===== src/hdl/pn3_pkg.sv =====
`timescale 1ns / 1ps
package pn3_pkg;
    localparam int FRAC_BITS_DEF = 16;
    localparam int COORD_W       = 24;
    localparam int TDATA_IN_W    = 96;
    localparam int TDATA_OUT_W   = 16;
    localparam logic CMD_EVAL    = 1'b0;
    localparam logic CMD_LOAD    = 1'b1;
endpackage


===== src/hdl/perlin_noise_3d.sv =====
`timescale 1ns / 1ps
// Load item: written straight into the permutation memory; loads go back to back.
// Evaluate item: fade, hash, gradient, lerp and output states in turn, then back in idle,
// so the next evaluate item waits until the last is through, while the output is taken at once.
// The rate is set by fourteen reads of the single-port table and by one shared multiplier.
// The result sits in an output register; the next item is taken while it waits.
// Synchronous active-low reset clears control state only; the table is undefined until loaded.
module perlin_noise_3d #(
    parameter int FRAC_BITS = pn3_pkg::FRAC_BITS_DEF
) (
    input  logic                             i_clk,
    input  logic                             i_rst_n,
    input  logic                             s_axis_tvalid,
    output logic                             s_axis_tready,
    // tdata: table_index[7:0], table_value[15:8], x_coord[39:16],
    //        y_coord[63:40], z_coord[87:64], zero fill [95:88]
    input  logic [pn3_pkg::TDATA_IN_W-1:0]   s_axis_tdata,
    // tuser: command
    input  logic                             s_axis_tuser,
    output logic                             m_axis_tvalid,
    input  logic                             m_axis_tready,
    // tdata: noise_value
    output logic [pn3_pkg::TDATA_OUT_W-1:0]  m_axis_tdata
);
    import pn3_pkg::*;

    localparam int W    = FRAC_BITS + 6;   // signed working width, values within +-32
    localparam int PW   = 2 * W;
    localparam int SW   = W + 9;           // room for the left shift of small fractions
    localparam logic signed [W-1:0] ONE = W'(1) << FRAC_BITS;

    // states
    localparam logic [3:0] S_IDLE = 4'd0, S_FADE = 4'd1, S_HASH = 4'd2, S_GRAD = 4'd3,
                           S_LERP = 4'd4, S_OUT = 4'd5;

    logic [7:0] r_mem [0:255];
    logic [7:0] r_rdata;
    logic [7:0] n_raddr;
    logic       n_rd;

    logic [3:0]  r_state, n_state;
    logic [4:0]  r_step, n_step;
    logic        r_wait, n_wait;  // read issued, data next cycle
    logic [7:0]  r_cx, r_cy, r_cz;
    logic signed [W-1:0] r_fx, r_fy, r_fz;
    logic signed [W-1:0] r_u, r_v, r_w;
    logic signed [W-1:0] r_t2, r_t3, r_k;
    logic [7:0]  r_a, r_b, r_aa, r_ab, r_ba, r_bb;
    logic signed [W-1:0] r_g [0:7];
    logic signed [W-1:0] r_l [0:3];
    logic signed [W-1:0] r_m0, r_m1;
    logic [15:0] r_out;
    logic        r_ovalid;

    logic signed [W-1:0] n_u, n_v, n_w, n_t2, n_t3, n_k, n_m0, n_m1;
    logic [7:0]  n_a, n_b, n_aa, n_ab, n_ba, n_bb;
    logic signed [W-1:0] n_l [0:3];
    logic signed [W-1:0] n_g [0:7];
    logic [15:0] n_out;
    logic        n_ovalid;

    // coordinates widened so that bits above the field read as zero
    logic [31:0] x_ext, y_ext, z_ext;
    assign x_ext = {8'd0, s_axis_tdata[16 +: COORD_W]};
    assign y_ext = {8'd0, s_axis_tdata[40 +: COORD_W]};
    assign z_ext = {8'd0, s_axis_tdata[64 +: COORD_W]};

    // shared multiplier with floor shift, operands selected combinationally from registered values
    logic signed [W-1:0] mul_a, mul_b, mul_q;
    logic signed [PW-1:0] mul_p;
    assign mul_p = PW'(mul_a) * PW'(mul_b);
    assign mul_q = W'(mul_p >>> FRAC_BITS);

    logic signed [W-1:0] cur_t;
    logic [1:0] fsel;
    logic [2:0] gsel;
    logic [3:0] hh;
    logic signed [W-1:0] gx, gy, gz, gu, gv, gval;
    logic signed [W+1:0] s_ext;
    logic signed [SW-1:0] s_sh;

    wire in_acc  = s_axis_tvalid && s_axis_tready;
    wire is_load = s_axis_tuser == CMD_LOAD;
    assign s_axis_tready = (r_state == S_IDLE);
    assign m_axis_tvalid = r_ovalid;
    assign m_axis_tdata  = r_out;

    always_ff @(posedge i_clk) begin
        if (in_acc && is_load)
            r_mem[s_axis_tdata[7:0]] <= s_axis_tdata[15:8];
        if (n_rd)
            r_rdata <= r_mem[n_raddr];
    end

    // gradient for corner gsel: bit0 -> x1, bit1 -> y1, bit2 -> z1
    always_comb begin
        gx = gsel[0] ? r_fx - ONE : r_fx;
        gy = gsel[1] ? r_fy - ONE : r_fy;
        gz = gsel[2] ? r_fz - ONE : r_fz;
        hh = r_rdata[3:0];
        gu = (hh < 4'd8) ? gx : gy;
        if (hh < 4'd4)
            gv = gy;
        else if (hh == 4'd12 || hh == 4'd14)
            gv = gx;
        else
            gv = gz;
        gval = (hh[0] ? -gu : gu) + (hh[1] ? -gv : gv);
    end

    always_comb begin
        n_state = r_state; n_step = r_step; n_wait = 1'b0;
        n_u = r_u; n_v = r_v; n_w = r_w; n_t2 = r_t2; n_t3 = r_t3; n_k = r_k;
        n_a = r_a; n_b = r_b; n_aa = r_aa; n_ab = r_ab; n_ba = r_ba; n_bb = r_bb;
        n_l = r_l; n_g = r_g; n_m0 = r_m0; n_m1 = r_m1;
        n_out = r_out; n_ovalid = r_ovalid && !m_axis_tready;
        n_rd = 1'b0; n_raddr = '0;
        mul_a = '0; mul_b = '0; gsel = '0; fsel = '0; cur_t = '0;
        s_ext = '0; s_sh = '0;
        unique case (r_state)
            S_IDLE: begin
                if (in_acc && !is_load) begin
                    n_state = S_FADE; n_step = '0;
                end
            end
            S_FADE: begin
                // four products per coordinate: t2, t3, k, fade
                fsel = r_step[3:2];
                unique case (fsel)
                    2'd0: cur_t = r_fx;
                    2'd1: cur_t = r_fy;
                    default: cur_t = r_fz;
                endcase
                unique case (r_step[1:0])
                    2'd0: begin mul_a = cur_t; mul_b = cur_t; n_t2 = mul_q; end
                    2'd1: begin mul_a = r_t2; mul_b = cur_t; n_t3 = mul_q; end
                    2'd2: begin
                        mul_a = cur_t;
                        mul_b = W'(cur_t * 6) - W'(ONE * 15);
                        n_k = mul_q;
                    end
                    default: begin
                        mul_a = r_t3; mul_b = r_k + W'(ONE * 10);
                        unique case (fsel)
                            2'd0: n_u = mul_q;
                            2'd1: n_v = mul_q;
                            default: n_w = mul_q;
                        endcase
                    end
                endcase
                n_step = r_step + 5'd1;
                if (r_step == 5'd11) begin
                    n_state = S_HASH; n_step = '0;
                end
            end
            S_HASH: begin
                // issue read, consume next cycle: perm(X), perm(X+1), perm(a), perm(a+1),
                // perm(b), perm(b+1)
                if (!r_wait) begin
                    n_rd = 1'b1; n_wait = 1'b1;
                    unique case (r_step[2:0])
                        3'd0: n_raddr = r_cx;
                        3'd1: n_raddr = r_cx + 8'd1;
                        3'd2: n_raddr = r_a;
                        3'd3: n_raddr = r_a + 8'd1;
                        3'd4: n_raddr = r_b;
                        default: n_raddr = r_b + 8'd1;
                    endcase
                end else begin
                    unique case (r_step[2:0])
                        3'd0: n_a  = r_rdata + r_cy;
                        3'd1: n_b  = r_rdata + r_cy;
                        3'd2: n_aa = r_rdata + r_cz;
                        3'd3: n_ab = r_rdata + r_cz;
                        3'd4: n_ba = r_rdata + r_cz;
                        default: n_bb = r_rdata + r_cz;
                    endcase
                    n_step = r_step + 5'd1;
                    if (r_step == 5'd5) begin
                        n_state = S_GRAD; n_step = '0;
                    end
                end
            end
            S_GRAD: begin
                // corner index: bit0 x side, bit1 y side, bit2 z side
                gsel = r_step[2:0];
                if (!r_wait) begin
                    n_rd = 1'b1; n_wait = 1'b1;
                    unique case (r_step[1:0])
                        2'd0: n_raddr = r_aa;
                        2'd1: n_raddr = r_ba;
                        2'd2: n_raddr = r_ab;
                        default: n_raddr = r_bb;
                    endcase
                    if (r_step[2])
                        n_raddr = n_raddr + 8'd1;
                end else begin
                    n_g[r_step[2:0]] = gval;
                    n_step = r_step + 5'd1;
                    if (r_step == 5'd7) begin
                        n_state = S_LERP; n_step = '0;
                    end
                end
            end
            S_LERP: begin
                unique case (r_step[2:0])
                    3'd0: begin mul_a = r_u; mul_b = r_g[1] - r_g[0]; n_l[0] = r_g[0] + mul_q; end
                    3'd1: begin mul_a = r_u; mul_b = r_g[3] - r_g[2]; n_l[1] = r_g[2] + mul_q; end
                    3'd2: begin mul_a = r_u; mul_b = r_g[5] - r_g[4]; n_l[2] = r_g[4] + mul_q; end
                    3'd3: begin mul_a = r_u; mul_b = r_g[7] - r_g[6]; n_l[3] = r_g[6] + mul_q; end
                    3'd4: begin mul_a = r_v; mul_b = r_l[1] - r_l[0]; n_m0 = r_l[0] + mul_q; end
                    3'd5: begin mul_a = r_v; mul_b = r_l[3] - r_l[2]; n_m1 = r_l[2] + mul_q; end
                    default: begin mul_a = r_w; mul_b = r_m1 - r_m0; n_m0 = r_m0 + mul_q; end
                endcase
                n_step = r_step + 5'd1;
                if (r_step == 5'd6)
                    n_state = S_OUT;
            end
            S_OUT: begin
                // hold until the output register is free
                if (!r_ovalid || m_axis_tready) begin
                    s_ext = (W+2)'(r_m0) + (W+2)'(ONE);
                    if (FRAC_BITS <= 15)
                        s_sh = SW'(s_ext) <<< (15 - FRAC_BITS);
                    else
                        s_sh = SW'(s_ext >>> (FRAC_BITS - 15));
                    if (s_ext <= 0)
                        n_out = '0;
                    else if (s_sh > 65535)
                        n_out = 16'hFFFF;
                    else
                        n_out = s_sh[15:0];
                    n_ovalid = 1'b1;
                    n_state = S_IDLE;
                end
            end
            default: n_state = S_IDLE;
        endcase
    end

    always_ff @(posedge i_clk) begin
        if (!i_rst_n) begin
            r_state <= S_IDLE; r_step <= '0; r_wait <= 1'b0; r_ovalid <= 1'b0;
        end else begin
            r_state <= n_state; r_step <= n_step; r_wait <= n_wait; r_ovalid <= n_ovalid;
        end
    end

    always_ff @(posedge i_clk) begin
        if (in_acc && !is_load) begin
            r_cx <= x_ext[FRAC_BITS +: 8];
            r_cy <= y_ext[FRAC_BITS +: 8];
            r_cz <= z_ext[FRAC_BITS +: 8];
            r_fx <= W'({1'b0, s_axis_tdata[16 +: FRAC_BITS]});
            r_fy <= W'({1'b0, s_axis_tdata[40 +: FRAC_BITS]});
            r_fz <= W'({1'b0, s_axis_tdata[64 +: FRAC_BITS]});
        end
        r_u <= n_u; r_v <= n_v; r_w <= n_w; r_t2 <= n_t2; r_t3 <= n_t3; r_k <= n_k;
        r_a <= n_a; r_b <= n_b; r_aa <= n_aa; r_ab <= n_ab; r_ba <= n_ba; r_bb <= n_bb;
        r_l <= n_l; r_g <= n_g; r_m0 <= n_m0; r_m1 <= n_m1; r_out <= n_out;
    end
endmodule

===== config.mk =====
export PLATFORM = sky130hd
export DESIGN_NAME = perlin_noise_3d
export DESIGN_NICKNAME = d
export VERILOG_FILES = /design/src/hdl/pn3_pkg.sv /design/src/hdl/perlin_noise_3d.sv
export SDC_FILE = /design/constraint.sdc
export NUM_CORES = 2
export LEC_CHECK = 0
export BUFFER_PORTS_ARGS = -buffer_cell sky130_fd_sc_hd__buf_2
export CELL_PAD_IN_SITES_DETAIL_PLACEMENT = 0
export CELL_PAD_IN_SITES_GLOBAL_PLACEMENT = 1
export CORE_UTILIZATION = 50
export CTS_BUF_LIST = sky130_fd_sc_hd__clkbuf_2
export DETAILED_ROUTE_END_ITERATION = 6
export HOLD_SLACK_MARGIN = 0.06
export PLACE_DENSITY_LB_ADDON = 0.1
export SYNTH_ARGS = -nofsm -noshare
export SYNTH_HDL_FRONTEND = slang
export SYNTH_SLANG_ARGS = --single-unit

===== constraint.sdc =====
create_clock -name i_clk -period 30.2 [get_ports i_clk]
set_input_delay 1.51 -clock i_clk [delete_from_list [all_inputs] [get_ports i_clk]]
set_output_delay 1.51 -clock i_clk [all_outputs]
set_load 0.1 [all_outputs]

# Yosys cells after proc, flatten, opt, wreduce, memory -nomap -nowiden
# Memories as Yosys holds them, arrays and structs flattened. A register that Yosys moved wholly into a read port is not among the register bits.
# Cells that the tools add are included.
[word_totals] ramBits=2048 out_inout_bits=18 regBits=587 n_memories=1 inputBits=101 wordCells=208
[classes] n_reduce_logical=46 n_bitwise=5 mul=2 muxes=54 add_sub_neg=30 eq_ne=27 magnitude_cmp=6
[mem_list] name="r_mem" depth=256 word_bits=8 rd=1 rd_ports_with_merged_regs=1 wr=1 line_no="perlin_noise_3d.sv:36" source="logic [7:0] r_mem [0:255];"
[ops] op="case mux 22 bit (2 select lines)" n=6
[ops] op="two-way mux 22 bit" n=10
[ops] op="adder 22 bit" n=8
[ops] op="bitwise mux 176 bit" n=1
[ops] op="subtractor 22 bit" n=7
[ops] op="case mux 22 bit (6 select lines)" n=1
[ops] op="demux 22 bit (select 3 bit)" n=1
[ops] op="two-way mux 31 bit" n=2
[ops] op="subtractor 16 x 17 -> 18 bit, second input constant" n=3
[ops] op="negator 22 bit" n=2
[ops] op="two-way mux 8 bit" n=5
[ops] op="case mux 8 bit (5 select lines)" n=1
[ops] op="multiplier 22 x 22 -> 38 bit" n=1
[ops] op="adder 8 x 1 -> 8 bit, second input constant" n=4
[ops] op="two-way mux 4 bit" n=8
[ops] op="case mux 16 bit (2 select lines)" n=1
[ops] op="> comparator 31 x 17 -> 1 bit, second input constant" n=1
[ops] op="two-way mux 5 bit" n=6
[ops] op="AND reduction 3 bit" n=9
[ops] op="case mux 5 bit (5 select lines)" n=1
[ops] op="case mux 4 bit (6 select lines)" n=1
[ops] op="case mux 8 bit (3 select lines)" n=1
[ops] op="adder 22 x 18 -> 23 bit, second input constant" n=1
[ops] op="less-or-equal comparator 23 x 1 -> 1 bit, second input constant" n=1
[ops] op="42 further kinds" n=88

# Logic depth before layout (Yosys ltp)
[depth] depth_word=10 mapped_depth=59 depth_no_buf=55

# Worst setup path before layout
# Ideal clock, no wire load.
[synth_timing] kind="reg-to-reg" from="reg r_step[2]" to="reg r_l[21] in the netlist's numbering, data pin" arrival_time_ps=13350 n_path_buf=5 period_less_slack_ps=13617 setup_slack_ps=16583 setup_time_ps=268 stages_incl_launch_ff=57 t_required_ps=29932 cell_sequence="dfxtp_1 -> buf_2 -> buf_2 -> buf_2 -> buf_1 -> clkbuf_1 -> mux2i_1 -> o21ai_0 -> ha_1 -> ha_1 -> fa_1 -> a21o_1 -> a21o_1 -> a21o_1 -> a41oi_1 -> a211o_1 -> nor2_1 -> a211oi_1 -> (+21 left out) -> or3_1 -> inv_1 -> nand2_1 -> and3_1 -> nor2b_1 -> o21a_1 -> o21a_1 -> nor2_1 -> xnor2_1 -> ha_1 -> a21o_1 -> a21o_1 -> a21o_1 -> a2111oi_0 -> nor3_1 -> a21o_1 -> a21oi_1 -> xnor3_1"
[synth_between] elab_chain_len=9 word_cells_on_any_way=22 classes_between="add/sub (2); mul (2); eq/ne (6); mux (8); reduce/logical (4)"
[synth_rtl] element="from (decl)" line_no="perlin_noise_3d.sv:42" source="logic [4:0] r_step, n_step;"
[synth_rtl] element="from (signal assigned)" line_no="perlin_noise_3d.sv:245" source="r_state <= n_state; r_step <= n_step; r_wait <= n_wait; r_ovalid <= n_ovalid;"
[synth_rtl] element="== test 2 x 1 -> 1 bit / zero test 2 bit (equally long branches)" line_no="perlin_noise_3d.sv:129" source="unique case (fsel)"
[synth_rtl] element="case mux 16 bit (2 select lines)" line_no="perlin_noise_3d.sv:129"
[synth_rtl] element="two-way mux 22 bit" line_no="perlin_noise_3d.sv:120" source="unique case (r_state)"
[synth_rtl] element="multiplier 22 x 3 -> 21 bit" line_no="perlin_noise_3d.sv:139" source="mul_b = W'(cur_t * 6) - W'(ONE * 15);"
[synth_rtl] element="subtractor 22 x 21 -> 22 bit" line_no="perlin_noise_3d.sv:139"
[synth_rtl] element="case mux 22 bit (2 select lines)" line_no="perlin_noise_3d.sv:134" source="unique case (r_step[1:0])"
[synth_rtl] element="case mux 22 bit (2 select lines)" line_no="perlin_noise_3d.sv:120"
[synth_rtl] element="multiplier 22 x 22 -> 38 bit *" line_no="perlin_noise_3d.sv:71" source="assign mul_p = PW'(mul_a) * PW'(mul_b);"
[synth_rtl] element="via mul_p[30]" line_no="perlin_noise_3d.sv:70" source="logic signed [PW-1:0] mul_p;"
[synth_rtl] element="adder 22 bit *" line_no="perlin_noise_3d.sv:210" source="3'd3: begin mul_a = r_u; mul_b = r_g[7] - r_g[6]; n_l[3] = r_g[6] + mul_q; end"
[synth_rtl] element="to (signal assigned)" line_no="perlin_noise_3d.sv:260" source="r_l <= n_l; r_g <= n_g; r_m0 <= n_m0; r_m1 <= n_m1; r_out <= n_out;"
[synth_rtl] element="to (decl)" line_no="perlin_noise_3d.sv:50" source="logic signed [W-1:0] r_l [0:3];"
# The timed path passes the listed nets; every way through them passes the cells marked *. The select of a mux whose other input is x is not followed.
# A chain may end at the register's enable or synchronous reset.

# Final worst setup path
[layout_timing] from="reg r_step[2]" to="reg r_l[43] in the netlist's numbering, data pin"
[layout_between] elab_chain_len=9 word_cells_on_any_way=22 classes_between="add/sub (2); mul (2); eq/ne (6); mux (8); reduce/logical (4)"
[layout_rtl] element="== test 2 x 1 -> 1 bit / zero test 2 bit (equally long branches)" line_no="perlin_noise_3d.sv:129"
[layout_rtl] element="case mux 16 bit (2 select lines)" line_no="perlin_noise_3d.sv:129"
[layout_rtl] element="two-way mux 22 bit" line_no="perlin_noise_3d.sv:120"
[layout_rtl] element="multiplier 22 x 3 -> 21 bit" line_no="perlin_noise_3d.sv:139"
[layout_rtl] element="subtractor 22 x 21 -> 22 bit" line_no="perlin_noise_3d.sv:139"
[layout_rtl] element="case mux 22 bit (2 select lines)" line_no="perlin_noise_3d.sv:134"
[layout_rtl] element="case mux 22 bit (2 select lines)" line_no="perlin_noise_3d.sv:120"
[layout_rtl] element="multiplier 22 x 22 -> 38 bit *" line_no="perlin_noise_3d.sv:71"
[layout_rtl] element="via mul_p[29]" line_no="perlin_noise_3d.sv:70"
[layout_rtl] element="adder 22 bit *" line_no="perlin_noise_3d.sv:209" source="3'd2: begin mul_a = r_u; mul_b = r_g[5] - r_g[4]; n_l[2] = r_g[4] + mul_q; end"
# Marks and branches as above.

==> results.json <==
{
  "max_freq_ghz": 0.0621,
  "whs_endpoint": "r_fz[13]$_DFFE_PP_",
  "arrival_ns": 17.81,
  "worstHoldPathType": "in2reg",
  "cts-htree-levels": 6,
  "grt_pass1_vias": 93900,
  "slew_viol_final": 0,
  "die_h_um": 524,
  "ys_ff_latch": 2642,
  "crit_required_ns": 31.90,
  "io_buffers": 110,
  "cpMostUsedCell": "fa_1",
  "cts-root-buf": "clkbuf_2",
  "async_flop_share_pct": 0,
  "crit_type": "reg2reg",
  "postCtsSetupRepairBufs": 0,
  "clockBufferDepth": 4,
  "multi_input_area_mm2": 0.0523,
  "gp_congestion": 0.940,
  "tightest_slew_ns": 1.30,
  "synth_top_area_share_pct": 57.9,
  "critical_path.max_stage_delay_ns": 0.89,
  "yosysWarnings": 0,
  "grt_usage_pct": 28.6,
  "min_path_cells": 2,
  "finClkSkew_ns": 0.234,
  "antenna_left": 0,
  "holdWs_ns": 0.364,
  "die_w_um": 524,
  "fin_crit_ns": 16.11,
  "cts_buffers": 686,
  "fin_tns_setup_ns": 0,
  "period_share_pct": 53.3,
  "crit_path_end_kind": "flop",
  "grt_overflow": 0,
  "layout-drive-gt1-share_pct": 11.4,
  "leakagePower_nw": 56.7,
  "syn2layout_area_growth_pct": 8.80,
  "rows": 191,
  "post_drt_via_cell_ratio": 5.82,
  "synthCells": 11800,
  "wl_um": 400000,
  "vias": 95300,
  "power.density_mw_per_mm2": 75.5,
  "r2r_cells": 50,
  "final_net_count": 13300,
  "layout_common_cells": "2632 x edfxtp_1, 2631 x nand2_1, 973 x clkbuf_2",
  "irDropWorstVdd_uv": 103,
  "relSlewSlack_pct": 13.3,
  "clk_pin_slew_ns": 0.11,
  "placed_area_mm2": 0.141,
  "maxCapViolCount": 0,
  "r2r-start": "r_step[2]$_SDFFE_PN0P_",
  "synth_area_leaders": "edfxtp_1 58%, nand2_1 7.3%, fa_1 6.7%",
  "synth-seq-area-share_pct": 58.1,
  "timing.rr.end": "r_l[43]$_DFFE_PP_",
  "hold_start": "s_axis_tdata[77]",
  "synth_area_mm2": 0.136,
  "final_util_pct": 54.8,
  "core-area_mm2": 0.271,
  "hold_violations": 0,
  "drtIter0Drc": 8446,
  "cts_tree": "built",
  "final_common_cell": "edfxtp_1",
  "dp_hpwl_um": 254000,
  "syn_nets": 12900,
  "final-setup-viol-count": 0,
  "die-area_mm2": 0.275,
  "rsz0062_at_grt": "no",
  "synth-edff-count": 2632,
  "drtPass1Iterations": 7,
  "regArea_mm2": 0.0792,
  "status": "finished, violations left",
  "cpMaxStageDelayCell": "o31a_1",
  "worst_slack_ns": 14.09,
  "insertion_delay_ns": 2.12,
  "grt_max_degree": 184,
  "syn_avg_cell_area_um2": 11.5,
  "crit_fanout": 31,
  "cts.sink_count": 2642,
  "fillCellCount": 23700,
  "dp_slack_ns": 14.52,
  "start_util_pct": 50.4,
  "io_pins": 119,
  "r2r_slack_ns": 14.09,
  "startpoint_type": "flop",
  "stdcell_area_mm2": 0.148,
  "antenna_found_initial": 23,
  "synth_area_leader_cell": "edfxtp_1",
  "grt_pass1_wl_um": 591000,
  "violations": "design-rule violations",
  "yosysUniqueCellTypes": 85,
  "drc": 1,
  "routedWlPerCell_um": 24.4,
  "synthFlopType": "edfxtp_1"
}
[Yosys cell counts (all sizes together), types with 14 or more instances]
library cell	number
nand2	2641
edfxtp	2632
inv	744
nor2	610
nand3	584
clkbuf	515
ha	474
fa	458
a311oi	387
a21oi	367
and3	277
xnor2	236
o21ai	235
a31oi	191
buf	132
a211oi	130
a21o	119
xor2	118
mux2i	108
nor3	91
and2	84
nor2b	72
o21a	60
nand2b	54
a211o	48
o211ai	38
o21bai	38
a22oi	31
nand4	29
a222oi	23
a221oi	22
or3	22
o22ai	21
a21boi	14
nor3b	14
[worst max-delay path by stage]
stage / from / to / depth (start not counted)
final: r_step[2]$_SDFFE_PN0P_ / r_l[43]$_DFFE_PP_ / 50
after global routing: r_step[2]$_SDFFE_PN0P_ / r_l[43]$_DFFE_PP_ / 50
after CTS: r_step[2]$_SDFFE_PN0P_ / r_l[43]$_DFFE_PP_ / 50
after detailed placement: r_step[2]$_SDFFE_PN0P_ / r_l[43]$_DFFE_PP_ / 50
after global placement: r_step[2]$_SDFFE_PN0P_ / r_l[43]$_DFFE_PP_ / 54
after floorplan: r_step[2]$_SDFFE_PN0P_ / r_l[21]$_DFFE_PP_ / 56
[what timing repair did]
item                                   4_1_cts  5_1_grt
hold buffers                               132        0
endpoints found under the hold margin      955        0
gates resized for setup                      0        0
[worst max-delay path: cells and delay by family (launching register included)]
| kind | cells | cell delay, ns |
|---|---|---|
| and+or+nand+nor | 9 | 2.50 |
| buffers and inverters | 3 | 0.38 |
| xor gates and xnor gates | 3 | 0.41 |
| muxes | 1 | 0.18 |
| DFF | 1 | 0.74 |
| AOI/OAI and AO/OA | 21 | 5.97 |
| adders and majority gates | 13 | 5.56 |
[through the flow]
step / total power, mW / std cells
6_report: 11.2 / 16400
4_1_cts: 11.3 / 16400
5_1_grt: 11.8 / 16400
3_5_place_dp: 8.83 / 15100
3_3_place_gp: 8.76 / 15100
2_1_floorplan: 7.22 / 11800
[report_power, final]
| part | switching [mW] | leakage [nW] | total, mW | internal (mW) |
|---|---|---|---|---|
| Clock | 1.51 | 4.57 | 2.44 | 0.927 |
| Sequential | 0.0446 | 23.8 | 4.43 | 4.39 |
| Combinational | 3.03 | 28.4 | 4.34 | 1.32 |
| Total | 4.58 | 56.7 | 11.2 | 6.63 |
[sequential cells by signal, indices dropped and copies added, names as in the netlist, 16 cells and up]
| signal | flops |
|---|---|
| m_axis_tdata | 16 |
| r_fx | 16 |
| r_fy | 16 |
| r_fz | 16 |
| r_g | 176 |
| r_k | 22 |
| r_l | 88 |
| r_m0 | 22 |
| r_m1 | 22 |
| r_mem | 2048 |
| r_t2 | 22 |
| r_t3 | 22 |
| r_u | 22 |
| r_v | 22 |
| r_w | 22 |
[logic make-up (layout without fill, tap and decap cells)]
kind of cell             Yosys count  in the layout  synth area share (%)
AND/OR/NAND/NOR                 4535           4535                  14.3
flip-flops                      2642           2642                  58.1
AO/OA/AOI/OAI                   1849           1849                  9.48
buffers and inverters           1394           2354                  3.91
adder cells (fa/ha/maj)          932            932                  11.1
XOR/XNOR                         359            359                  2.36
multiplexers                     114            114                 0.842
other                              0             12                     0
[layer usage]
layer  up-vias  track usage, %  part of all wire [%]
met1     47200            37.4                    41
met3       764            4.51                   6.6
met4        18            15.1                   5.4
li1      43700               -                     -
met5         -               0                 0.027
met2      3531            46.0                    47
[cell type report]
type / count / share of cell area, %
sequential: 2642 / 53.4
tap: 3570 / 3.01
multi-input combinational: 7789 / 35.2
timing repair buffer: 440 / 2.43
clock inverter: 194 / 0.773
inverter: 747 / 1.89
antenna: 12 / 0.0202
clock buffer: 973 / 3.28
(Power assumes the default switching activity.)
